### config.mk
export PLATFORM = sky130hd
export DESIGN_NAME = hgc_front
export DESIGN_NICKNAME = d
export VERILOG_FILES = /design/src/rtl/hgc_pkg.sv /design/src/rtl/hgc_front.sv
export SDC_FILE = /design/constraint.sdc
export NUM_CORES = 1
export LEC_CHECK = 0
export ABC_AREA = 0
export BUFFER_PORTS_ARGS = -buffer_cell sky130_fd_sc_hd__buf_4
export CAP_MARGIN = 15
export CORE_UTILIZATION = 48
export DETAILED_ROUTE_END_ITERATION = 12
export PLACE_DENSITY = 0.85
export SYNTH_ARGS = -nofsm -noshare
export SYNTH_HDL_FRONTEND = slang
export SYNTH_SLANG_ARGS = --single-unit
### constraint.sdc
create_clock -name vclk -period 9.6
set_clock_uncertainty 0.2 [all_clocks]
set_input_delay 2.4 -clock vclk [all_inputs]
set_output_delay 2.4 -clock vclk [all_outputs]
set_load 0.01 [all_outputs]
### src/rtl/hgc_pkg.sv
// Shared types, constants and variant tables for the Hangul glyph composer.
// No dependencies; every other file of the block refers to this package.
`timescale 1ns / 1ps
`default_nettype none

package hgc_pkg;

    localparam int GLYPH_ROWS  = 16;
    localparam int ROW_W       = 4;
    localparam int CODE_W      = 5;
    localparam int INIT_GLYPH_W = 8;
    localparam int MED_GLYPH_W  = 7;
    localparam int FIN_GLYPH_W  = 7;

    localparam logic [CODE_W-1:0] INITIAL_LIMIT = 5'd19;
    localparam logic [CODE_W-1:0] MEDIAL_LIMIT  = 5'd21;
    localparam logic [CODE_W-1:0] FINAL_LIMIT   = 5'd27;

    localparam logic [3:0] FINAL_SET_SHIFT_INIT = 4'd5;
    localparam logic [1:0] FINAL_SET_SHIFT_MED  = 2'd2;

    localparam logic [4:0] ADVANCE_NARROW = 5'd8;
    localparam logic [4:0] ADVANCE_WIDE   = 5'd16;

    localparam logic [ROW_W-1:0] LAST_ROW_INDEX = 4'(GLYPH_ROWS - 1);

    localparam logic       OP_WRITE   = 1'b0;
    localparam logic       OP_COMPOSE = 1'b1;

    localparam logic [1:0] SEL_INITIAL = 2'd0;
    localparam logic [1:0] SEL_MEDIAL  = 2'd1;
    localparam logic [1:0] SEL_FINAL   = 2'd2;

    localparam logic [CODE_W-1:0] INIT_SPECIAL_A = 5'd1;
    localparam logic [CODE_W-1:0] INIT_SPECIAL_B = 5'd16;

    // Variant set for the initial glyph, indexed by vowel code
    localparam logic [2:0] INIT_SET_TAB [22] = '{
        3'd0, 3'd0, 3'd0, 3'd0, 3'd0, 3'd0, 3'd0, 3'd0, 3'd0, 3'd1, 3'd3,
        3'd3, 3'd3, 3'd1, 3'd2, 3'd4, 3'd4, 3'd4, 3'd2, 3'd1, 3'd3, 3'd0
    };

    // Variant set for the final glyph, indexed by vowel code
    localparam logic [1:0] FIN_SET_TAB [22] = '{
        2'd0, 2'd0, 2'd0, 2'd0, 2'd0, 2'd0, 2'd0, 2'd0, 2'd0, 2'd3, 2'd0,
        2'd0, 2'd0, 2'd3, 2'd3, 2'd2, 2'd2, 2'd2, 2'd3, 2'd3, 2'd0, 2'd0
    };

    typedef struct packed {
        logic        operation;
        logic [1:0]  table_select;
        logic [11:0] row_address;
        logic [15:0] row_data;
        logic [4:0]  initial_code;
        logic [4:0]  medial_code;
        logic [4:0]  final_code;
    } hgc_in_t;

    typedef struct packed {
        logic [3:0]  row_index;
        logic [15:0] row_bits;
        logic [4:0]  advance_width;
        logic        last_row;
    } hgc_out_t;

    // One classified item as it travels from the front to the back
    typedef struct packed {
        logic                    is_compose;
        logic [1:0]              table_select;
        logic [11:0]             row_address;
        logic [15:0]             row_data;
        logic                    use_init;
        logic                    use_med;
        logic                    use_fin;
        logic [INIT_GLYPH_W-1:0] init_glyph;
        logic [MED_GLYPH_W-1:0]  med_glyph;
        logic [FIN_GLYPH_W-1:0]  fin_glyph;
        logic [4:0]              advance;
    } hgc_job_t;

    typedef struct packed {
        logic full;
        logic empty;
    } hgc_queue_status_t;

    typedef enum logic {
        BK_IDLE,
        BK_COMPOSE
    } hgc_back_state_t;

endpackage

`default_nettype wire

### src/rtl/hgc_front.sv
// Front end: classifies an incoming item and works out glyph numbers.
// Depends on hgc_pkg.
`timescale 1ns / 1ps
`default_nettype none

module hgc_front (
    input  wire hgc_pkg::hgc_in_t  cmd,
    output hgc_pkg::hgc_job_t      job
);

    logic [4:0] init_c;
    logic [4:0] med_c;
    logic [4:0] fin_c;
    logic [3:0] init_set;
    logic [1:0] med_set;
    logic [1:0] fin_set;
    logic       has_final;

    always_comb
    begin
        // drop codes above their limit
        init_c = (cmd.initial_code > hgc_pkg::INITIAL_LIMIT) ? 5'd0 : cmd.initial_code;
        med_c  = (cmd.medial_code  > hgc_pkg::MEDIAL_LIMIT)  ? 5'd0 : cmd.medial_code;
        fin_c  = (cmd.final_code   > hgc_pkg::FINAL_LIMIT)   ? 5'd0 : cmd.final_code;
        has_final = (fin_c != 5'd0);

        init_set = {1'b0, hgc_pkg::INIT_SET_TAB[med_c]};
        fin_set  = hgc_pkg::FIN_SET_TAB[med_c];
        med_set  = ((init_c == hgc_pkg::INIT_SPECIAL_A) || (init_c == hgc_pkg::INIT_SPECIAL_B))
                   ? 2'd0 : 2'd1;
        if (has_final)
        begin
            init_set = init_set + hgc_pkg::FINAL_SET_SHIFT_INIT;
            med_set  = med_set + hgc_pkg::FINAL_SET_SHIFT_MED;
        end

        job.is_compose   = (cmd.operation == hgc_pkg::OP_COMPOSE);
        job.table_select = cmd.table_select;
        job.row_address  = cmd.row_address;
        job.row_data     = cmd.row_data;
        job.use_init     = (init_c != 5'd0);
        job.use_med      = (med_c != 5'd0);
        job.use_fin      = has_final;
        job.init_glyph   = 8'(init_c) - 8'd1
                         + 8'(init_set) * 8'(hgc_pkg::INITIAL_LIMIT);
        job.med_glyph    = 7'(med_c) - 7'd1
                         + 7'(med_set) * 7'(hgc_pkg::MEDIAL_LIMIT);
        job.fin_glyph    = 7'(fin_c) - 7'd1
                         + 7'(fin_set) * 7'(hgc_pkg::FINAL_LIMIT);
        job.advance      = (init_c == 5'd0 && med_c == 5'd0 && fin_c == 5'd0)
                           ? hgc_pkg::ADVANCE_NARROW : hgc_pkg::ADVANCE_WIDE;
    end

endmodule

`default_nettype wire

==> results.json, run 1 <==
{
  "port_buffers": 42,
  "holdCritPathClass": "in -> out",
  "wirelength_um": 3530,
  "seq_cell_count": 0,
  "worstSetupPathType": "in -> out",
  "fin_cells": 311,
  "seq_area_um2": 0,
  "dp.cells": 311,
  "clock_buffers": 0,
  "slew_violations": 0,
  "wire_per_inst_um": 11.4,
  "setup_viol": 0,
  "hpwlAfterDp_um": 3010,
  "rows": 22,
  "arrival_ps": 6740,
  "syn_inst": 257,
  "syn2layout_area_growth_pct": 7.10,
  "p_int_uw": 145,
  "post-cts-setup-buffers": 0,
  "initial_utilization_pct": 51.9,
  "fmax_mhz": 107,
  "io_pins": 107,
  "drtIter0Drc": 52,
  "overflow": 0,
  "cp_max_fo": 13,
  "grt_pass1_vias": 1502,
  "p_leak_uw": 0.00113,
  "grtUsageTotal_pct": 16.9,
  "diodes": 0,
  "place.gp.congestion": 0.929,
  "syn-cell-area_um2": 1960,
  "grt_pass1_wl_um": 6110,
  "core_um2": 3770,
  "firstDrtPassIters": 4,
  "drc": 0,
  "pwr-share-clk_pct": 0,
  "final_cell_mix": "ha_1 (44), buf_4 (44), inv_1 (34)",
  "crit_path_end_kind": "primary output",
  "ant_nets": 0,
  "ys_warn_count": 0,
  "fin_setup_tns_ps": 0,
  "combPwrFrac_pct": 100.0,
  "fp.dieW_um": 65.9,
  "antenna_found_initial": 0,
  "drive_gt1_share_pct": 22.4,
  "avgSynthCellArea_um2": 7.61,
  "drt-vias-per-instance": 5.13,
  "crit_required_ps": 7000,
  "num_vias": 1596,
  "ir_drop_v": 0.0000780,
  "synth_cell_types": 39,
  "post-route-min-period_ps": 9340,
  "grt_max_degree": 14,
  "p_seq_share_pct": 0,
  "switchingPower_uw": 141,
  "power.density_nw_per_um2": 137,
  "finalHoldViolations": 0,
  "ys_seq_area_share_pct": 0,
  "startpoint_type": "input pin",
  "status": "finished, final reports clean",
  "max-cap-violations": 0,
  "final_nets": 363,
  "period_share_pct": 97.3,
  "switching_share_pct": 49.4,
  "design.die.area_um2": 4340,
  "die_h_um": 65.9
}
==> cell usage after synthesis (2+ instances only) <==
cell type | count | area, um^2
nand2_1 | 17 | 63.8
a21oi_1 | 19 | 95.1
nor2b_1 | 3 | 18.8
o22a_1 | 2 | 17.5
inv_1 | 34 | 128
and3_1 | 2 | 12.5
ha_1 | 44 | 551
o21ai_0 | 10 | 50.1
nand2b_1 | 6 | 37.5
a21o_1 | 5 | 37.5
a211oi_1 | 2 | 15.0
xnor2_1 | 17 | 149
fa_1 | 8 | 160
or2_2 | 2 | 12.5
o41ai_1 | 2 | 17.5
o21ai_1 | 2 | 10.0
buf_2 | 3 | 15.0
o31ai_1 | 3 | 22.5
buf_4 | 35 | 263
or3_1 | 2 | 12.5
xor2_1 | 4 | 35.0
o21bai_1 | 4 | 30.0
nor2_1 | 11 | 41.3
nor3_1 | 5 | 25.0
==> area by class of cell <==
class	instances	area, um^2
Fill cell	375	1680
Multi-Input combinational cell	185	1580
Timing Repair Buffer	44	330
Inverter	34	128
Tap cell	48	60.1
==> cells by family after synthesis <==
family / share of synthesized area, %
AO/OA/AOI/OAI: 18.2
XOR/XNOR: 10.2
buffers and inverters: 21.5
other: 0.192
adder cells (fa/ha/maj): 36.3
AND/OR/NAND/NOR: 13.6
==> final timing paths <==
kind | to | depth (start not counted) | startpoint | slack (ps)
setup / recovery | job[26] | 25 | cmd[7] | 260
hold / removal | job[30] | 0 | cmd[15] | 4600
==> per-layer routing <==
layer	track usage [%]	up-vias	part of all wire, %
met5	0	-	0
met4	2.99	0	0.48
met3	0.345	2	5.7
met2	29.3	43	46
met1	23.4	708	48
li1	-	843	-
==> through the flow <==
| step | power [uW] | setup slack [ps] | cell area, um^2 | utilization, % | hold WS (ps) |
|---|---|---|---|---|---|
| 6_report | 286 | 259 | 2100 | 55.6 | 4600 |
| 2_1_floorplan | 196 | 326 | 1960 | - | 4690 |
| 4_1_cts | 284 | 64.5 | 2070 | 54.9 | 4600 |
| 5_1_grt | 321 | -3.49 | 2100 | 55.6 | 4600 |
| 3_5_place_dp | 281 | -75.7 | 2060 | 54.7 | 4600 |
| 3_3_place_gp | 277 | 88.9 | 2060 | 54.7 | 4600 |
==> power groups by stage <==
stage	logic [uW]	registers, uW	clock network (uW)
3_5_place_dp	281	0	0
4_1_cts	284	0	0
5_1_grt	321	0	0
6_report	286	0	0
3_3_place_gp	277	0	0
2_1_floorplan	196	0	0
==> repair_timing <==
action,4_1_cts,5_1_grt
setup endpoints to repair,1,1
resized for setup,2,9
pin swaps,0,2
hold buffers,0,0
==> critical path, cell delays in order <==
cell and delay, ps:
buf_4 150, and2_2 230, o21ai_1 250, nand2_2 140, inv_1 100, ha_1 170, nand2b_1 60, a21oi_1 240
or2_2 180, ha_1 150, nor2_2 50, xnor2_2 240, inv_1 80, ha_1 200, ha_1 270, inv_1 50
fa_1 530, inv_1 50, ha_1 240, a211oi_2 250, o21bai_1 120, a21oi_2 180, xnor2_2 130, xnor2_1 130
buf_4 140
No activity file was read; power rests on OpenSTA's default activity.
==> run 2, diff against run 1 <==
- CELL_PAD_IN_SITES_DETAIL_PLACEMENT: default -> 0
- CELL_PAD_IN_SITES_GLOBAL_PLACEMENT: default -> 2
- CORE_UTILIZATION: 48 -> 25
- PLACE_DENSITY: 0.85 -> default
- PLACE_DENSITY_LB_ADDON: default -> 0.1
==> results.json, run 2 (synthesis gave the netlist of run 1 again) <==
{
  "cp_max_fo": 7,
  "status": "finished, final reports clean",
  "finalHoldViolations": 0,
  "max-cap-violations": 0,
  "grt_max_degree": 14,
  "dp.cells": 371,
  "rsz0062_at_grt": "false",
  "core_um2": 7410,
  "initial_utilization_pct": 26.4,
  "hpwlAfterDp_um": 3520,
  "holdCritPathClass": "in -> out",
  "post-route-min-period_ps": 9190,
  "antenna_found_initial": 0,
  "drive_gt1_share_pct": 23.5,
  "setup_viol": 0,
  "fp.dieW_um": 90.5,
  "fin_setup_tns_ps": 0,
  "drtIter0Drc": 22,
  "grt_pass1_vias": 1590,
  "io_pins": 107,
  "final_nets": 372,
  "post-cts-setup-buffers": 0,
  "grtUsageTotal_pct": 10.2,
  "fmax_mhz": 109,
  "crit_required_ps": 7000,
  "port_buffers": 42,
  "num-fill-cells": 814,
  "slowest_delay_ps": 530,
  "grt_pass1_wl_um": 7210,
  "startpoint_type": "input pin",
  "die_h_um": 90.5,
  "p_leak_uw": 0.00117,
  "num_vias": 1574,
  "wire_per_inst_um": 10.9,
  "firstDrtPassIters": 4,
  "clock_buffers": 0,
  "place.gp.congestion": 0.673,
  "drc": 0,
  "drt-vias-per-instance": 4.24,
  "power.density_nw_per_um2": 133,
  "ir_drop_v": 0.0000446,
  "worstSetupPathType": "in -> out",
  "overflow": 0,
  "wirelength_um": 4030,
  "tightest_slew_ps": 546,
  "cp_slowest_cell": "fa_1",
  "rows": 31,
  "maxSlewHeadroom_pct": 63.5,
  "seq_cell_count": 0,
  "ant_nets": 0,
  "fin_cells": 371,
  "arrival_ps": 6590,
  "syn2layout_area_growth_pct": 13.3,
  "final_cell_mix": "buf_4 (53), ha_1 (44), inv_1 (34)",
  "slew_violations": 0,
  "hold_slack_ps": 4600,
  "layout_commonest_cell": "buf_4",
  "design.die.area_um2": 8190,
  "period_share_pct": 95.7,
  "diodes": 0,
  "seq_area_um2": 0,
  "crit_path_end_kind": "primary output"
}
==> run 2: final timing paths <==
path,start,to,slack [ps],cells past startpoint
hold / removal,cmd[15],job[30],4600,0
setup / recovery,cmd[6],job[26],410,25
==> run 2: power breakdown <==
part | switching (uW) | total (uW) | leakage [uW] | internal (uW)
registers | 0 | 0 | 0 | 0
clock network | 0 | 0 | 0 | 0
logic | 143 | 294 | 0.00117 | 151
==> run 2: what timing repair did <==
| action | in CTS | in global routing |
|---|---|---|
| resized for setup | 0 | 6 |
| endpoints found under the setup margin | 0 | 2 |
| hold buffers | 0 | 0 |
| hold endpoints to repair | 0 | 0 |
==> run 2: routing by layer <==
layer | share of wire (%) | vias up | GRT usage (%)
li1 | - | 854 | -
met1 | 51 | 690 | 14.4
met2 | 44 | 26 | 17.4
met3 | 4.7 | 4 | 0.842
met4 | 0.15 | 0 | 1.21
met5 | 0 | - | 0
==> run 2: cell type report <==
cell class	count	area, um^2	share of cell area, %
multi-input combinational	185	1570	70.7
tap	99	124	5.59
inverter	34	128	5.76
timing repair buffer	53	398	17.9
==> run 2: per-stage QoR <==
step	total power, uW	cell area (um^2)	util, %	setup slack [ps]
after floorplan	196	1960	-	326
after global placement	300	2190	29.6	77.6
after detailed placement	295	2190	29.6	27.1
after CTS	296	2190	29.6	11.9
after global routing	335	2220	29.9	53.5
final	294	2220	29.9	409
==> run 2: worst max-delay path: cells and delay by family <==
kind | cells | cell delay [ps]
compound gates | 4 | 570
xor+xnor | 3 | 440
fa+ha+maj | 6 | 1660
buf+inv | 8 | 790
simple gates | 4 | 730
==> run 3, diff against run 2 <==
--- a/config.mk
+++ b/config.mk
@@ -12,3 +12,3 @@
 export CELL_PAD_IN_SITES_GLOBAL_PLACEMENT = 2
-export CORE_UTILIZATION = 25
+export CORE_UTILIZATION = 26
 export DETAILED_ROUTE_END_ITERATION = 12
==> constraint.sdc (replaced) <==
create_clock -name vclk -period 11.6
set_clock_uncertainty 0.2 [all_clocks]
set_input_delay 2.9 -clock vclk [all_inputs]
set_output_delay 2.9 -clock vclk [all_outputs]
set_load 0.05 [all_outputs]
==> results.json, run 3 (synthesis gave the netlist of run 1 again) <==
{
  "status": "finished, final reports clean",
  "clock_buffers": 0,
  "path_cells": "buf_4 > or2_2 > a21oi_1 > inv_1 > ha_1 > nor2b_1 > nor3_1 > or2_2 > ha_1 > nand2_1 > o21ai_0 > ha_1 > inv_1 > fa_1 > inv_1 > fa_1 > a211oi_1 > o21bai_1 > a21oi_1 > xnor2_2 > xnor2_1 > buf_4",
  "die_h_um": 88.8,
  "cp_max_fo": 12,
  "design.die.area_um2": 7880,
  "place.gp.congestion": 0.760,
  "p_leak_uw": 0.00111,
  "initial_utilization_pct": 27.0,
  "syn2layout_area_growth_pct": 7.86,
  "port_buffers": 42,
  "final_cell_mix": "ha_1 (44), buf_4 (42), inv_1 (34)",
  "fmax_mhz": 92.7,
  "cp_slowest_cell": "fa_1",
  "grt_max_degree": 14,
  "ir_drop_v": 0.0000769,
  "pre_cts_ws_ps": 760,
  "layout_commonest_cell": "ha_1",
  "max-cap-violations": 0,
  "final_cell_area_um2": 2110,
  "fp.dieW_um": 88.8,
  "grtUsageTotal_pct": 10.1,
  "rows": 31,
  "tightest_slew_ps": 507,
  "power.density_nw_per_um2": 171,
  "firstDrtPassIters": 4,
  "final_nets": 361,
  "hold_depth": 0,
  "io_pins": 107,
  "worstSetupPathType": "in -> out",
  "hold_buffers": 0,
  "slowest_delay_ps": 530,
  "cts_resized": 0,
  "grt_pass1_vias": 1460,
  "overflow": 0,
  "crit_path_end_kind": "primary output",
  "antenna_found_initial": 0,
  "seq_area_um2": 0,
  "crit_required_ps": 8500,
  "drtIter0Drc": 29,
  "startpoint_type": "input pin",
  "post-route-min-period_ps": 10790,
  "fin_setup_tns_ps": 0,
  "holdCritPathClass": "in -> out",
  "layout_setup_ws_ps": 809,
  "drt-vias-per-instance": 4.33,
  "period_share_pct": 93.0,
  "worstHoldStart": "cmd[19]",
  "hold_slack_ps": 5600,
  "wirelength_um": 3930,
  "placed_cell_area_um2": 2110,
  "finalHoldViolations": 0,
  "multi_input_area_um2": 1540,
  "slew_violations": 0,
  "whs_endpoint": "job[34]",
  "ant_nets": 0,
  "arrival_ps": 7690,
  "setup_viol": 0,
  "grt_pass1_wl_um": 6430,
  "core_um2": 7250,
  "seq_cell_count": 0,
  "num_vias": 1557,
  "diodes": 0,
  "maxSlewHeadroom_pct": 66.1,
  "drc": 0,
  "num-fill-cells": 817,
  "wire_per_inst_um": 10.9,
  "post-cts-setup-buffers": 0,
  "rsz0062_at_grt": "false",
  "hpwlAfterDp_um": 3470,
  "drive_gt1_share_pct": 18.4
}
run 3: critical path, delay by kind of cell:
kind | cells | cell delay [ps]
AND/OR/NAND/NOR | 5 | 920
buffers and inverters | 5 | 620
XOR/XNOR | 2 | 280
adder cells (fa/ha/maj) | 5 | 1850
AO/OA/AOI/OAI | 5 | 1140
run 3: through the flow:
step / utilization [%] / cells / power [uW]
CTS: 29.1 / 360 / 367
global route: 29.1 / 360 / 392
finish: 29.1 / 360 / 361
floorplan: - / 259 / 309
global placement: 29.1 / 360 / 369
detailed placement: 29.1 / 360 / 365
run 3: power by group:
part           leakage [uW]  internal [uW]  switching [uW]
registers                 0              0               0
clock network             0              0               0
logic               0.00111            121             241
run 3: layout make-up:
type               count  area share (%)
repair buffers        42            14.9
inverters             34            6.05
multi-input cells    185            73.1
well taps             99            5.87
run 3: routing by layer:
layer | vias up | track usage [%] | wire [um]
met4 | 0 | 0.880 | 17
met2 | 31 | 17.4 | 1760
met3 | 6 | 0.466 | 168
met1 | 685 | 14.3 | 1980
li1 | 835 | - | -
met5 | - | 0 | 0
run 3: how the worst max path moves through the flow:
stage               cells after the start   start  endpoint  slack (ps)
global placement                       22  cmd[8]   job[26]         760
floorplan                              21  cmd[8]   job[26]         730
detailed placement                     22  cmd[8]   job[26]         760
finish                                 22  cmd[8]   job[26]         810
global route                           22  cmd[7]   job[26]         440
CTS                                    22  cmd[8]   job[26]         740
