[src/rtl/hgc_pkg.sv]
// Shared types, constants and variant tables for the Hangul glyph composer.
// No dependencies; every other file of the block refers to this package.
`timescale 1ns / 1ps
`default_nettype none

package hgc_pkg;

    localparam int GLYPH_ROWS  = 16;
    localparam int ROW_W       = 4;
    localparam int CODE_W      = 5;
    localparam int INIT_GLYPH_W = 8;
    localparam int MED_GLYPH_W  = 7;
    localparam int FIN_GLYPH_W  = 7;

    localparam logic [CODE_W-1:0] INITIAL_LIMIT = 5'd19;
    localparam logic [CODE_W-1:0] MEDIAL_LIMIT  = 5'd21;
    localparam logic [CODE_W-1:0] FINAL_LIMIT   = 5'd27;

    localparam logic [3:0] FINAL_SET_SHIFT_INIT = 4'd5;
    localparam logic [1:0] FINAL_SET_SHIFT_MED  = 2'd2;

    localparam logic [4:0] ADVANCE_NARROW = 5'd8;
    localparam logic [4:0] ADVANCE_WIDE   = 5'd16;

    localparam logic [ROW_W-1:0] LAST_ROW_INDEX = 4'(GLYPH_ROWS - 1);

    localparam logic       OP_WRITE   = 1'b0;
    localparam logic       OP_COMPOSE = 1'b1;

    localparam logic [1:0] SEL_INITIAL = 2'd0;
    localparam logic [1:0] SEL_MEDIAL  = 2'd1;
    localparam logic [1:0] SEL_FINAL   = 2'd2;

    localparam logic [CODE_W-1:0] INIT_SPECIAL_A = 5'd1;
    localparam logic [CODE_W-1:0] INIT_SPECIAL_B = 5'd16;

    // Variant set for the initial glyph, indexed by vowel code
    localparam logic [2:0] INIT_SET_TAB [22] = '{
        3'd0, 3'd0, 3'd0, 3'd0, 3'd0, 3'd0, 3'd0, 3'd0, 3'd0, 3'd1, 3'd3,
        3'd3, 3'd3, 3'd1, 3'd2, 3'd4, 3'd4, 3'd4, 3'd2, 3'd1, 3'd3, 3'd0
    };

    // Variant set for the final glyph, indexed by vowel code
    localparam logic [1:0] FIN_SET_TAB [22] = '{
        2'd0, 2'd0, 2'd0, 2'd0, 2'd0, 2'd0, 2'd0, 2'd0, 2'd0, 2'd3, 2'd0,
        2'd0, 2'd0, 2'd3, 2'd3, 2'd2, 2'd2, 2'd2, 2'd3, 2'd3, 2'd0, 2'd0
    };

    typedef struct packed {
        logic        operation;
        logic [1:0]  table_select;
        logic [11:0] row_address;
        logic [15:0] row_data;
        logic [4:0]  initial_code;
        logic [4:0]  medial_code;
        logic [4:0]  final_code;
    } hgc_in_t;

    typedef struct packed {
        logic [3:0]  row_index;
        logic [15:0] row_bits;
        logic [4:0]  advance_width;
        logic        last_row;
    } hgc_out_t;

    // One classified item as it travels from the front to the back
    typedef struct packed {
        logic                    is_compose;
        logic [1:0]              table_select;
        logic [11:0]             row_address;
        logic [15:0]             row_data;
        logic                    use_init;
        logic                    use_med;
        logic                    use_fin;
        logic [INIT_GLYPH_W-1:0] init_glyph;
        logic [MED_GLYPH_W-1:0]  med_glyph;
        logic [FIN_GLYPH_W-1:0]  fin_glyph;
        logic [4:0]              advance;
    } hgc_job_t;

    typedef struct packed {
        logic full;
        logic empty;
    } hgc_queue_status_t;

    typedef enum logic {
        BK_IDLE,
        BK_COMPOSE
    } hgc_back_state_t;

endpackage

`default_nettype wire

[src/rtl/hgc_queue.sv]
// Two-entry queue of classified items between front and back.
// Depends on hgc_pkg.
`timescale 1ns / 1ps
`default_nettype none

module hgc_queue (
    input  wire                         clk,
    input  wire                         rst_n,
    input  wire                         push,
    input  wire hgc_pkg::hgc_job_t      push_job,
    input  wire                         pop,
    output hgc_pkg::hgc_job_t           head,
    output hgc_pkg::hgc_queue_status_t  status
);

    hgc_pkg::hgc_job_t entry_reg [2];
    logic       wr_ptr_reg;
    logic       wr_ptr_next;
    logic       rd_ptr_reg;
    logic       rd_ptr_next;
    logic [1:0] count_reg;
    logic [1:0] count_next;
    logic       do_push;
    logic       do_pop;

    always_comb
    begin
        do_push      = push && (count_reg != 2'd2);
        do_pop       = pop && (count_reg != 2'd0);
        wr_ptr_next  = do_push ? ~wr_ptr_reg : wr_ptr_reg;
        rd_ptr_next  = do_pop ? ~rd_ptr_reg : rd_ptr_reg;
        count_next   = count_reg + {1'b0, do_push} - {1'b0, do_pop};
        head         = entry_reg[rd_ptr_reg];
        status.full  = (count_reg == 2'd2);
        status.empty = (count_reg == 2'd0);
    end

    always_ff @(posedge clk or negedge rst_n)
    begin
        if (!rst_n)
        begin
            wr_ptr_reg <= 1'b0;
            rd_ptr_reg <= 1'b0;
            count_reg  <= 2'd0;
        end
        else
        begin
            wr_ptr_reg <= wr_ptr_next;
            rd_ptr_reg <= rd_ptr_next;
            count_reg  <= count_next;
        end
    end

    always_ff @(posedge clk)
    begin
        if (do_push)
        begin
            entry_reg[wr_ptr_reg] <= push_job;
        end
    end

endmodule

`default_nettype wire

[config.mk]
export PLATFORM = sky130hd
export DESIGN_NAME = hgc_queue
export DESIGN_NICKNAME = d
export VERILOG_FILES = /design/src/rtl/hgc_pkg.sv /design/src/rtl/hgc_queue.sv
export SDC_FILE = /design/constraint.sdc
export NUM_CORES = 1
export LEC_CHECK = 0
export BUFFER_PORTS_ARGS = -buffer_cell sky130_fd_sc_hd__clkbuf_2
export CORE_MARGIN = 1.5
export CORE_UTILIZATION = 25
export DETAILED_ROUTE_END_ITERATION = 10
export SLEW_MARGIN = 20
export SYNTH_ARGS = -nofsm -noshare
export SYNTH_HDL_FRONTEND = slang
export SYNTH_SLANG_ARGS = --single-unit
export TNS_END_PERCENT = 50
[constraint.sdc]
create_clock -name clk -period 9 [get_ports clk]
set_input_delay 1.35 -clock clk [delete_from_list [all_inputs] [get_ports clk]]
set_output_delay 1.35 -clock clk [all_outputs]
set_load 0.05 [all_outputs]
==> qor.yml, run 1 <==
clock_tree:
  h-tree-depth: 4
  cts-root-buf: "sky130_fd_sc_hd__clkbuf_16"
  tritoncts: "built"
  clkLatencyLatePin_ns: 0.40
  ctsLongestPathBuffers: 2
  cts_resized: 0
  post-cts-setup-buffer-count: 0
  tritoncts.num_buffers: 17
  cts.sinks: 126
  clkTransAtPathRegs_ns: 0.05
  cts_hold_buffers: 0
pwr:
  total_leakage_power_nw: 2.54
  pwr_density_cell_nw_per_um2: 399
  power.switching_uw: 973
  clkPwrFrac_pct: 25.8
  power_switching_share_pct: 38.5
  worst_ir_drop_vdd_uv: 210
  seq_power_share_pct: 34.3
  finalPower_mw: 2.52
  relative_contribution_of_combinational_cells_to_total_power_pct: 39.9
  intPower_mw: 1.55
status:
  outcome: "complete, no violations"
drt:
  wl_um: 8860
  dr.first_iter.drc_count: 64
  drt-vias-per-instance: 3.79
  count_of_unresolved_drc_violations_after_routing: 0
  drt_first_pass_iters: 4
  wire_per_inst_um: 14.2
  detailroute.via_count: 2365
  drtAntennaViolNets: 0
floorplanning:
  core.rowCount: 51
  initial_core_util_pct: 25.3
  floorplan.die.width_um: 143
  chipHeight_um: 143
  io_pins: 128
  design.core.area_sq_um: 19300
  die-area_sq_um: 20500
place:
  place.port_buffers: 127
  post-place-ws_ns: 5.60
  hpwlAfterDp_um: 5790
  place_congestion: 0.660
flow_run:
  maxCapViolCount: 0
worst_setup_path:
  worstSetupPathType: "reg -> out"
  path_delay_family: "buffers and inverters"
  timing.critical_path.cells: "buf_4 > mux2_4 > clkbuf_2"
  worst_path_slowest_cell: "sky130_fd_sc_hd__buf_4"
  critical_path.max_fanout: 43
  max_stage_delay_ns: 0.72
  critical_path_buf_inv_count: 2
  worst_setup_path_end_kind: "primary output"
  setup.worst_path.start_class: "flip-flop"
  timing.critical_path.arrival_ns: 2.42
  worst_ep_required_time_ns: 7.65
timing:
  worst_max_slew_pin_slew_ns: 0.899
  finalClockSkew_ns: 0.00680
  final_min_period_over_clock_period_pct: 41.9
  worst_slew_margin_rel_pct: 40.0
  final_total_negative_setup_slack_ns: 0
  grt_setup_unrepaired: "false"
  clock.fmax_ghz: 0.265
  setup_viol_count_final: 0
  final_worst_path_setup_slack_ns: 5.23
  final_period_minus_worst_setup_slack_ns: 3.77
  final-hold-violation-count: 0
  count_of_final_max_slew_check_failures: 0
logic_synthesis:
  postSynthRegisterBits: 126
  synth-seq-area-share_pct: 76.8
  yosys-top-cells-area: "sky130_fd_sc_hd__edfxtp_1 75%, sky130_fd_sc_hd__mux2_4 18%, sky130_fd_sc_hd__buf_12 2.5%"
  proportion_of_netlist_area_held_by_the_largest_area_contributor_pct: 74.8
  synth_area_leader_cell: "sky130_fd_sc_hd__edfxtp_1"
  synthesis.nets: 275
  yosys.cell_types.count: 15
  syn-instance-count: 208
  synth.avg_cell_area_sq_um: 23.6
  synth_warnings: 0
  post_synth_instance_area_sq_um: 4900
finish:
  largest_register_ff_count: 122
  layout.cells.most_common: "sky130_fd_sc_hd__clkbuf_2"
  n_antenna_cell: 0
  areaGrowthSynthToFinish_pct: 29.1
  final_layout_size_suffix_gt1_share_pct: 60.7
  num-nets-final: 416
  most-common-layout-cells: "127 x sky130_fd_sc_hd__clkbuf_2, 122 x sky130_fd_sc_hd__edfxtp_1, 59 x sky130_fd_sc_hd__mux2_4, 17 x sky130_fd_sc_hd__clkbuf_16, 4 x sky130_fd_sc_hd__clkinv_2"
global_route:
  grt_overflow: 0
  first_pass_grt_wire_length_um: 13100
  vias_in_the_first_global_route: 2477
  antenna_found_initial: 1
  grt_start_max_net_pins: 62
  track_usage_pct: 8.97
hold_path:
  min-delay-path-class: "reg -> reg"
per-layer routing:
layer / wire, um / part of all wire, % / GRT usage [%] / vias up
li1: - / - / - / 1095
met1: 3790 / 43 / 10.4 / 1161
met2: 4230 / 48 / 14.1 / 97
met3: 734 / 8.3 / 4.49 / 10
met4: 91 / 1.0 / 3.58 / 2
met5: 13 / 0.15 / 0 / -
synthesized netlist by cell type:
cell type                  number
sky130_fd_sc_hd__and3_1         1
sky130_fd_sc_hd__buf_12         6
sky130_fd_sc_hd__buf_6          1
sky130_fd_sc_hd__dfrtp_1        4
sky130_fd_sc_hd__edfxtp_1     122
sky130_fd_sc_hd__ha_1           2
sky130_fd_sc_hd__inv_1          2
sky130_fd_sc_hd__mux2_2         2
sky130_fd_sc_hd__mux2_4        59
sky130_fd_sc_hd__nand2_1        1
sky130_fd_sc_hd__nand2b_1       1
sky130_fd_sc_hd__nor2_1         2
sky130_fd_sc_hd__nor2b_1        1
sky130_fd_sc_hd__xnor2_1        3
sky130_fd_sc_hd__xor2_1         1
power by group through the flow:
stage               clock network, mW  registers [mW]  logic [mW]
floorplan                           0           0.850       0.907
global placement                    0           0.874        1.02
detailed placement                  0           0.880        1.02
CTS                             0.672           0.869        1.03
global route                    0.697           0.880        1.06
finish                          0.652           0.865        1.01
worst paths after layout:
kind / start / endpoint / slack [ns] / depth (start not counted)
min in group asynchronous: rst_n / count_reg[1] / 0.75 / 1
max in group asynchronous: rst_n / rd_ptr_reg / 8.09 / 1
worst max-delay path: rd_ptr_reg / head[51] / 5.23 / 3
worst max register to register: count_reg[1] / entry_reg[0][8] / 7.10 / 4
worst min-delay path: count_reg[1] / count_reg[1] / 0.51 / 1
worst min register to register: count_reg[1] / count_reg[1] / 0.51 / 1
through the flow:
| stage | hold WS [ns] | cells | utilization, % | area [sq um] |
|---|---|---|---|---|
| 2_1_floorplan | 0.461 | 208 | - | 4900 |
| 3_3_place_gp | 0.485 | 595 | 29.8 | 5770 |
| 3_5_place_dp | 0.496 | 595 | 29.8 | 5770 |
| 4_1_cts | 0.507 | 624 | 32.7 | 6330 |
| 5_1_grt | 0.535 | 624 | 32.7 | 6330 |
| 6_report | 0.514 | 624 | 32.7 | 6330 |
cell families (layout without fill, tap and decap cells):
kind of cell / Yosys count / after routing / share of synthesized area (%)
buf+inv: 9 / 160 / 2.83
fa+ha+maj: 2 / 2 / 0.511
xor+xnor: 4 / 4 / 0.715
simple gates: 6 / 6 / 0.613
mux: 61 / 61 / 18.5
flops: 126 / 126 / 76.8
layout make-up:
type	count	area [sq um]
Fill cell	1894	13000
Multi-Input combinational cell	73	1010
Clock inverter	9	121
Inverter	2	7.51
Sequential cell	126	3770
Tap cell	265	332
Clock buffer	20	437
Timing Repair Buffer	129	651
No activity file was read; power rests on OpenSTA's default activity.
==> run 2, diff against run 1 <==
==> constraint.sdc (replaced) <==
create_clock -name clk -period 3.1 [get_ports clk]
set_input_delay 0.465 -clock clk [delete_from_list [all_inputs] [get_ports clk]]
set_output_delay 0.465 -clock clk [all_outputs]
set_load 0.05 [all_outputs]
==> qor.yml, run 2 (synthesized netlist as in run 1, its figures left out) <==
status:
  outcome: "complete, no violations"
global_route:
  first_pass_grt_wire_length_um: 13400  # +2.1%
  grt_overflow: 0  # unchanged
  track_usage_pct: 9.24  # +0.27 points
  vias_in_the_first_global_route: 2528  # +2.1%
  grt_start_max_net_pins: 62  # unchanged
  antenna_found_initial: 0  # -1
pwr:
  pwr_density_cell_nw_per_um2: 1170  # +190%
  finalPower_mw: 7.51  # +200%
  worst_ir_drop_vdd_uv: 808  # +290%
  total_leakage_power_nw: 2.57  # +1.4%
timing:
  final_total_negative_setup_slack_ns: 0  # unchanged
  final_min_period_over_clock_period_pct: 82.0
  finalClockSkew_ns: 0.0142  # +0.00735 ns
  worst_slew_margin_rel_pct: 39.8  # -0.23 points
  worst_max_slew_pin_slew_ns: 0.903  # +0.00349 ns
  worst_hold_slack_ns: 0.242  # -0.272 ns
  grt_setup_unrepaired: "false"
  final-hold-violation-count: 0  # unchanged
  clock.fmax_ghz: 0.393
  setup_viol_count_final: 0  # unchanged
  count_of_final_max_slew_check_failures: 0  # unchanged
  final_period_minus_worst_setup_slack_ns: 2.54
finish:
  n_antenna_cell: 0  # unchanged
  num-nets-final: 417  # +0.24%
  areaGrowthSynthToFinish_pct: 30.7
  layout.cells.most_common: "sky130_fd_sc_hd__clkbuf_2"
  largest_register_ff_count: 122  # unchanged
  fill_cells: 1883  # -0.58%
  stdcell_count: 625  # +0.16%
  final_layout_size_suffix_gt1_share_pct: 60.3  # -0.45 points
  most-common-layout-cells: "127 x sky130_fd_sc_hd__clkbuf_2, 122 x sky130_fd_sc_hd__edfxtp_1, 59 x sky130_fd_sc_hd__mux2_4, 17 x sky130_fd_sc_hd__clkbuf_16, 5 x sky130_fd_sc_hd__bufinv_16"
worst_setup_path:
  worstSetupPathType: "reg -> out"
  setup.worst_path.start_class: "flip-flop"
  critical_path.max_fanout: 44  # +2.3%
  worst_ep_required_time_ns: 2.63  # -5.02 ns
  worst_setup_path_end_kind: "primary output"
  timing.critical_path.arrival_ns: 2.08  # -0.34 ns
clock_tree:
  clkTransAtPathRegs_ns: 0.05  # about the same
  cts-root-buf: "sky130_fd_sc_hd__clkbuf_16"
  cts.sinks: 126  # unchanged
  ctsLongestPathBuffers: 2  # unchanged
  clkLatencyLatePin_ns: 0.41  # about the same
  h-tree-depth: 4  # unchanged
  cts_resized: 0  # unchanged
  tritoncts.num_buffers: 17  # unchanged
  tritoncts: "built"
drt:
  wire_per_inst_um: 14.4  # +1.7%
  drtAntennaViolNets: 0  # unchanged
  wl_um: 9020  # +1.9%
  count_of_unresolved_drc_violations_after_routing: 0  # unchanged
  drt_first_pass_iters: 5  # +1
  detailroute.via_count: 2367  # +0.085%
  dr.first_iter.drc_count: 85  # +33%
  drt-vias-per-instance: 3.79  # about the same
floorplanning:
  initial_core_util_pct: 25.3  # unchanged
  die-area_sq_um: 20500  # unchanged
  floorplan.die.width_um: 143  # unchanged
  design.core.area_sq_um: 19300  # unchanged
  chipHeight_um: 143  # unchanged
  io_pins: 128  # unchanged
  core.rowCount: 51  # unchanged
place:
  place_congestion: 0.657  # -0.36%
  place.port_buffers: 127  # unchanged
  dp.cells: 595  # unchanged
  hpwlAfterDp_um: 6080  # +5.2%
hold_path:
  min-delay-path-class: "in -> reg"
flow_run:
  maxCapViolCount: 0  # unchanged
[run 2: cell types whose count changed in the layout (fill, tap and decap cells not counted)]
| cell | before | now |
|---|---|---|
| sky130_fd_sc_hd__clkbuf_1 | 3 | 2 |
| sky130_fd_sc_hd__clkinv_2 | 4 | 2 |
| sky130_fd_sc_hd__bufinv_16 | 3 | 5 |
| sky130_fd_sc_hd__dlygate4sd3_1 | 0 | 1 |
| sky130_fd_sc_hd__buf_12 | 0 | 2 |
| sky130_fd_sc_hd__clkinv_1 | 1 | 3 |
| sky130_fd_sc_hd__buf_4 | 2 | 0 |
| sky130_fd_sc_hd__clkinvlp_4 | 1 | 0 |
[run 2: cell type report]
type / instances / area, sq um / share of cell area [%]
clock buffers: 19 / 433 / 6.76
clock inverters: 10 / 171 / 2.68
inverters: 2 / 7.51 / 0.117
multi-input cells: 73 / 1010 / 15.8
flip-flops and latches: 126 / 3770 / 58.8
well taps: 265 / 332 / 5.17
repair buffers: 130 / 686 / 10.7
[run 2: path summary, 6_finish.rpt]
check	cells after the start	slack [ns]	from	end
max reg2reg	4	1.21	count_reg[1]	entry_reg[0][41]
max in group asynchronous	2	2.56	rst_n	rd_ptr_reg
min reg2reg	1	0.52	count_reg[1]	count_reg[1]
max	3	0.56	rd_ptr_reg	head[15]
min	1	0.24	push_job[28]	entry_reg[1][28]
min in group asynchronous	2	0.39	rst_n	rd_ptr_reg
[run 2: timing repair]
action | in CTS | in global routing
hold buffers | 1 | 0
setup buffers | 0 | 0
endpoints found under the hold margin | 4 | 0
[run 2: per-stage QoR]
stage / util [%] / setup WS (ns) / area (sq um)
after floorplan: - / 0.491 / 4900
after CTS: 33.1 / 0.494 / 6410
after global routing: 33.1 / 0.471 / 6410
final: 33.1 / 0.558 / 6410
after detailed placement: 30.0 / 0.947 / 5790
after global placement: 30.0 / 0.996 / 5790
[run 2: routing by layer]
metal / global-route usage [%] / routed length, um / vias up
met5: 0 / 0 / -
met4: 4.40 / 125 / 0
met3: 3.99 / 614 / 8
met2: 15.3 / 4370 / 92
met1: 10.2 / 3910 / 1168
li1: - / - / 1099
[run 2: critical path, stage by stage, from the launching register on]
cell                       delay (ns)
sky130_fd_sc_hd__dfrtp_4         0.66
sky130_fd_sc_hd__buf_12          0.37
sky130_fd_sc_hd__mux2_4          0.34
sky130_fd_sc_hd__clkbuf_2        0.24
[run 2: report_power, final]
group,switching [mW],internal (mW)
clock,0.657,1.40
combinational,2.00,0.941
sequential,0.169,2.34
total,2.83,4.68
==> run 3, diff against run 2 <==
--- a/config.mk
+++ b/config.mk
@@ -5,6 +5,7 @@
 export SDC_FILE = /design/constraint.sdc
 export NUM_CORES = 1
 export LEC_CHECK = 0
+export ABC_AREA = 1
 export BUFFER_PORTS_ARGS = -buffer_cell sky130_fd_sc_hd__clkbuf_2
 export CORE_MARGIN = 1.5
 export CORE_UTILIZATION = 25
==> constraint.sdc (replaced) <==
create_clock -name clk -period 2.3 [get_ports clk]
set_input_delay 0.345 -clock clk [delete_from_list [all_inputs] [get_ports clk]]
set_output_delay 0.345 -clock clk [all_outputs]
set_load 0.05 [all_outputs]
==> qor.yml, run 3 <==
timing:
  clock.fmax_ghz: 0.468
  final_period_minus_worst_setup_slack_ns: 2.14
  worst_max_slew_pin_slew_ns: 0.570  # -0.333 ns
  final_min_period_over_clock_period_pct: 92.8
  worst_slew_margin_rel_pct: 62.0  # +22 points
  grt_setup_unrepaired: "false"
  count_of_final_max_slew_check_failures: 0  # unchanged
  finalClockSkew_ns: 0.0103  # -0.00383 ns
  setup_viol_count_final: 0  # unchanged
  final-hold-violation-count: 0  # unchanged
  worst_hold_slack_ns: 0.126  # -0.117 ns
  final_total_negative_setup_slack_ns: 0  # unchanged
logic_synthesis:
  synthesis.nets: 419  # +52%
  ys_dominant_reg_cell: "sky130_fd_sc_hd__edfxtp_1"
  synth.avg_cell_area_sq_um: 13.4  # -43%
  postSynthRegisterBits: 126  # unchanged
  synthArstFlopShare_pct: 3.17  # unchanged
  yosys-top-cells-area: "sky130_fd_sc_hd__edfxtp_1 78%, sky130_fd_sc_hd__nand2_1 16%, sky130_fd_sc_hd__dfrtp_1 2.1%"
  syn-instance-count: 352  # +69%
  synth_commonest_cells: "196 x sky130_fd_sc_hd__nand2_1, 122 x sky130_fd_sc_hd__edfxtp_1, 10 x sky130_fd_sc_hd__inv_1, 7 x sky130_fd_sc_hd__buf_6, 6 x sky130_fd_sc_hd__buf_4"
  synth-seq-area-share_pct: 79.9  # +3.1 points
  proportion_of_netlist_area_held_by_the_largest_area_contributor_pct: 77.7  # +3.0 points
  yosys.cell_types.count: 10  # -5
  synth_warnings: 0  # unchanged
  synth_area_leader_cell: "sky130_fd_sc_hd__edfxtp_1"
  post_synth_instance_area_sq_um: 4710  # -3.8%
  synth-edff-count: 122  # unchanged
  synth_most_common_cell: "sky130_fd_sc_hd__nand2_1"
floorplanning:
  die-area_sq_um: 19700  # -3.8%
  io_pins: 128  # unchanged
  floorplan.die.width_um: 140  # -1.9%
  initial_core_util_pct: 25.4  # about the same
  design.core.area_sq_um: 18600  # -3.9%
  core.rowCount: 50  # -2.0%
  chipHeight_um: 140  # -1.9%
global_route:
  grt_overflow: 0  # unchanged
  first_pass_grt_wire_length_um: 15800  # +18%
  grt_start_max_net_pins: 63  # +1.6%
  vias_in_the_first_global_route: 3084  # +22%
  antenna_found_initial: 0  # unchanged
  track_usage_pct: 10.8  # +1.6 points
worst_setup_path:
  timing.reg2reg.setup_slack_ns: 0.76  # -0.45 ns
  timing.critical_path.arrival_ns: 1.79  # -0.29 ns
  r2r_cells: 4  # unchanged
  cell_with_the_most_instances_on_the_worst_path: "sky130_fd_sc_hd__nand2_1"
  crit-reg2reg-launch: "count_reg[1]"
  worst_ep_required_time_ns: 1.96  # -0.67 ns
  setup.worst_path.start_class: "flip-flop"
  reg2reg_to: "entry_reg[0][16]"
  worstSetupPathType: "reg -> out"
  timing.critical_path.cells: "clkinv_8 > nand2_1 > nand2_1 > clkbuf_2"
  worst_setup_path_end_kind: "primary output"
  critical_path.max_fanout: 62  # +41%
  worst_path_slowest_cell: "sky130_fd_sc_hd__dfrtp_4"
  max_stage_delay_ns: 0.60  # -0.06 ns
finish:
  final_layout_size_suffix_gt1_share_pct: 32.4  # -28 points
  layout.cells.most_common: "sky130_fd_sc_hd__nand2_1"
  areaGrowthSynthToFinish_pct: 29.9
  num-nets-final: 560  # +34%
  most-common-layout-cells: "196 x sky130_fd_sc_hd__nand2_1, 127 x sky130_fd_sc_hd__clkbuf_2, 122 x sky130_fd_sc_hd__edfxtp_1, 17 x sky130_fd_sc_hd__clkbuf_16, 9 x sky130_fd_sc_hd__inv_1"
  largest_register_ff_count: 122  # unchanged
  layout.core_utilization_pct: 33.0  # -0.18 points
  stdcell_count: 737  # +18%
  n_antenna_cell: 0  # unchanged
clock_tree:
  tritoncts.num_buffers: 17  # unchanged
  clkLatencyLatePin_ns: 0.41  # about the same
  cts-root-buf: "sky130_fd_sc_hd__clkbuf_16"
  ctsLongestPathBuffers: 2  # unchanged
  h-tree-depth: 4  # unchanged
  tritoncts: "built"
  cts.sinks: 126  # unchanged
  clkTransAtPathRegs_ns: 0.06  # about the same
  post-cts-setup-buffer-count: 0  # unchanged
flow_run:
  maxCapViolCount: 0  # unchanged
drt:
  dr.first_iter.drc_count: 100  # +18%
  drtAntennaViolNets: 0  # unchanged
  wire_per_inst_um: 13.7  # -5.3%
  count_of_unresolved_drc_violations_after_routing: 0  # unchanged
  drt-vias-per-instance: 4.02  # +6.3%
  detailroute.via_count: 2966  # +25%
  drt_first_pass_iters: 4  # -1
  wl_um: 10100  # +12%
hold_path:
  min-delay-path-class: "in -> reg"
  min_delay_path_depth: 1  # unchanged
  hold_path.startpoint: "push_job[12]"
  min_delay_worst_endpoint: "entry_reg[1][12]"
pwr:
  intPower_mw: 5.36  # +15%
  power.switching_mw: 4.44  # +57%
  pwr_density_cell_nw_per_um2: 1600  # +37%
  relative_contribution_of_combinational_cells_to_total_power_pct: 42.3  # +3.1 points
  power_switching_share_pct: 45.3  # +7.6 points
  total_leakage_power_nw: 2.67  # +3.8%
  worst_ir_drop_vdd_uv: 664  # -18%
  clkPwrFrac_pct: 23.8  # -3.6 points
  seq_power_share_pct: 33.9  # +0.5 points
place:
  place_congestion: 0.707  # +7.6%
  hpwlAfterDp_um: 6500  # +6.8%
  place.port_buffers: 127  # unchanged
  dp.cells: 707  # +19%
status:
  outcome: "complete, no violations"
==> run 3: per-stage QoR <==
step           setup slack, ns  instance area, sq um  total power [mW]
3_3_place_gp             0.386                  5590              7.53
4_1_cts                 0.0135                  6110              9.98
5_1_grt                 0.0119                  6120              10.4
3_5_place_dp             0.361                  5590              7.58
2_1_floorplan            0.123                  4720              6.60
6_report                 0.165                  6120              9.80
==> run 3: layer usage <==
layer | global-route usage [%] | up-vias | part of all wire (%)
met5 | 0 | - | 0
met4 | 4.16 | 0 | 1.3
met3 | 3.93 | 9 | 5.1
met2 | 18.5 | 75 | 51
met1 | 12.3 | 1422 | 43
li1 | - | 1460 | -
==> run 3: how the worst max path moves through the flow <==
| stage | from | end | slack (ns) |
|---|---|---|---|
| final | rd_ptr_reg | head[9] | 0.16 |
| after global routing | rd_ptr_reg | head[16] | 0.01 |
| after CTS | rd_ptr_reg | head[45] | 0.01 |
| after detailed placement | rd_ptr_reg | head[45] | 0.36 |
| after global placement | rd_ptr_reg | head[45] | 0.39 |
| after floorplan | wr_ptr_reg | entry_reg[0][0] | 0.12 |
==> run 3: final cells by class <==
class                   instances  area, sq um
fillers                      1874        12500
multi-input cells             202          787
well taps                     234          293
repair buffers                135          714
inverters                      11         53.8
clock inverters                11         78.8
flip-flops and latches        126         3770
clock buffers                  18          429
==> run 3: cell families (layout without fill, tap and decap cells) <==
group / count (synthesis) / count (layout) / synth area share, %
DFF: 126 / 126 / 79.9
buffers and inverters: 24 / 175 / 3.61
adders and majority gates: 2 / 2 / 0.531
and+or+nand+nor: 200 / 200 / 16.0
==> run 3: worst max-delay path: cells and delay by family (launching register included) <==
family                 cells  cell delay [ns]
AND/OR/NAND/NOR            2             0.22
buffers and inverters      2             0.56
flip-flops                 1             0.60
==> run 3: power groups by stage <==
| stage | registers (mW) | clock network [mW] | logic (mW) |
|---|---|---|---|
| finish | 3.32 | 2.33 | 4.14 |
| global route | 3.37 | 2.51 | 4.47 |
| CTS | 3.33 | 2.43 | 4.22 |
| detailed placement | 3.37 | 0 | 4.21 |
| global placement | 3.34 | 0 | 4.18 |
| floorplan | 3.29 | 0 | 3.32 |
==> run 3: timing repair <==
action                     CTS  global route
hold buffers                 1             0
setup endpoints to repair   61            23
resized for setup            2             2
hold endpoints to repair     4             0
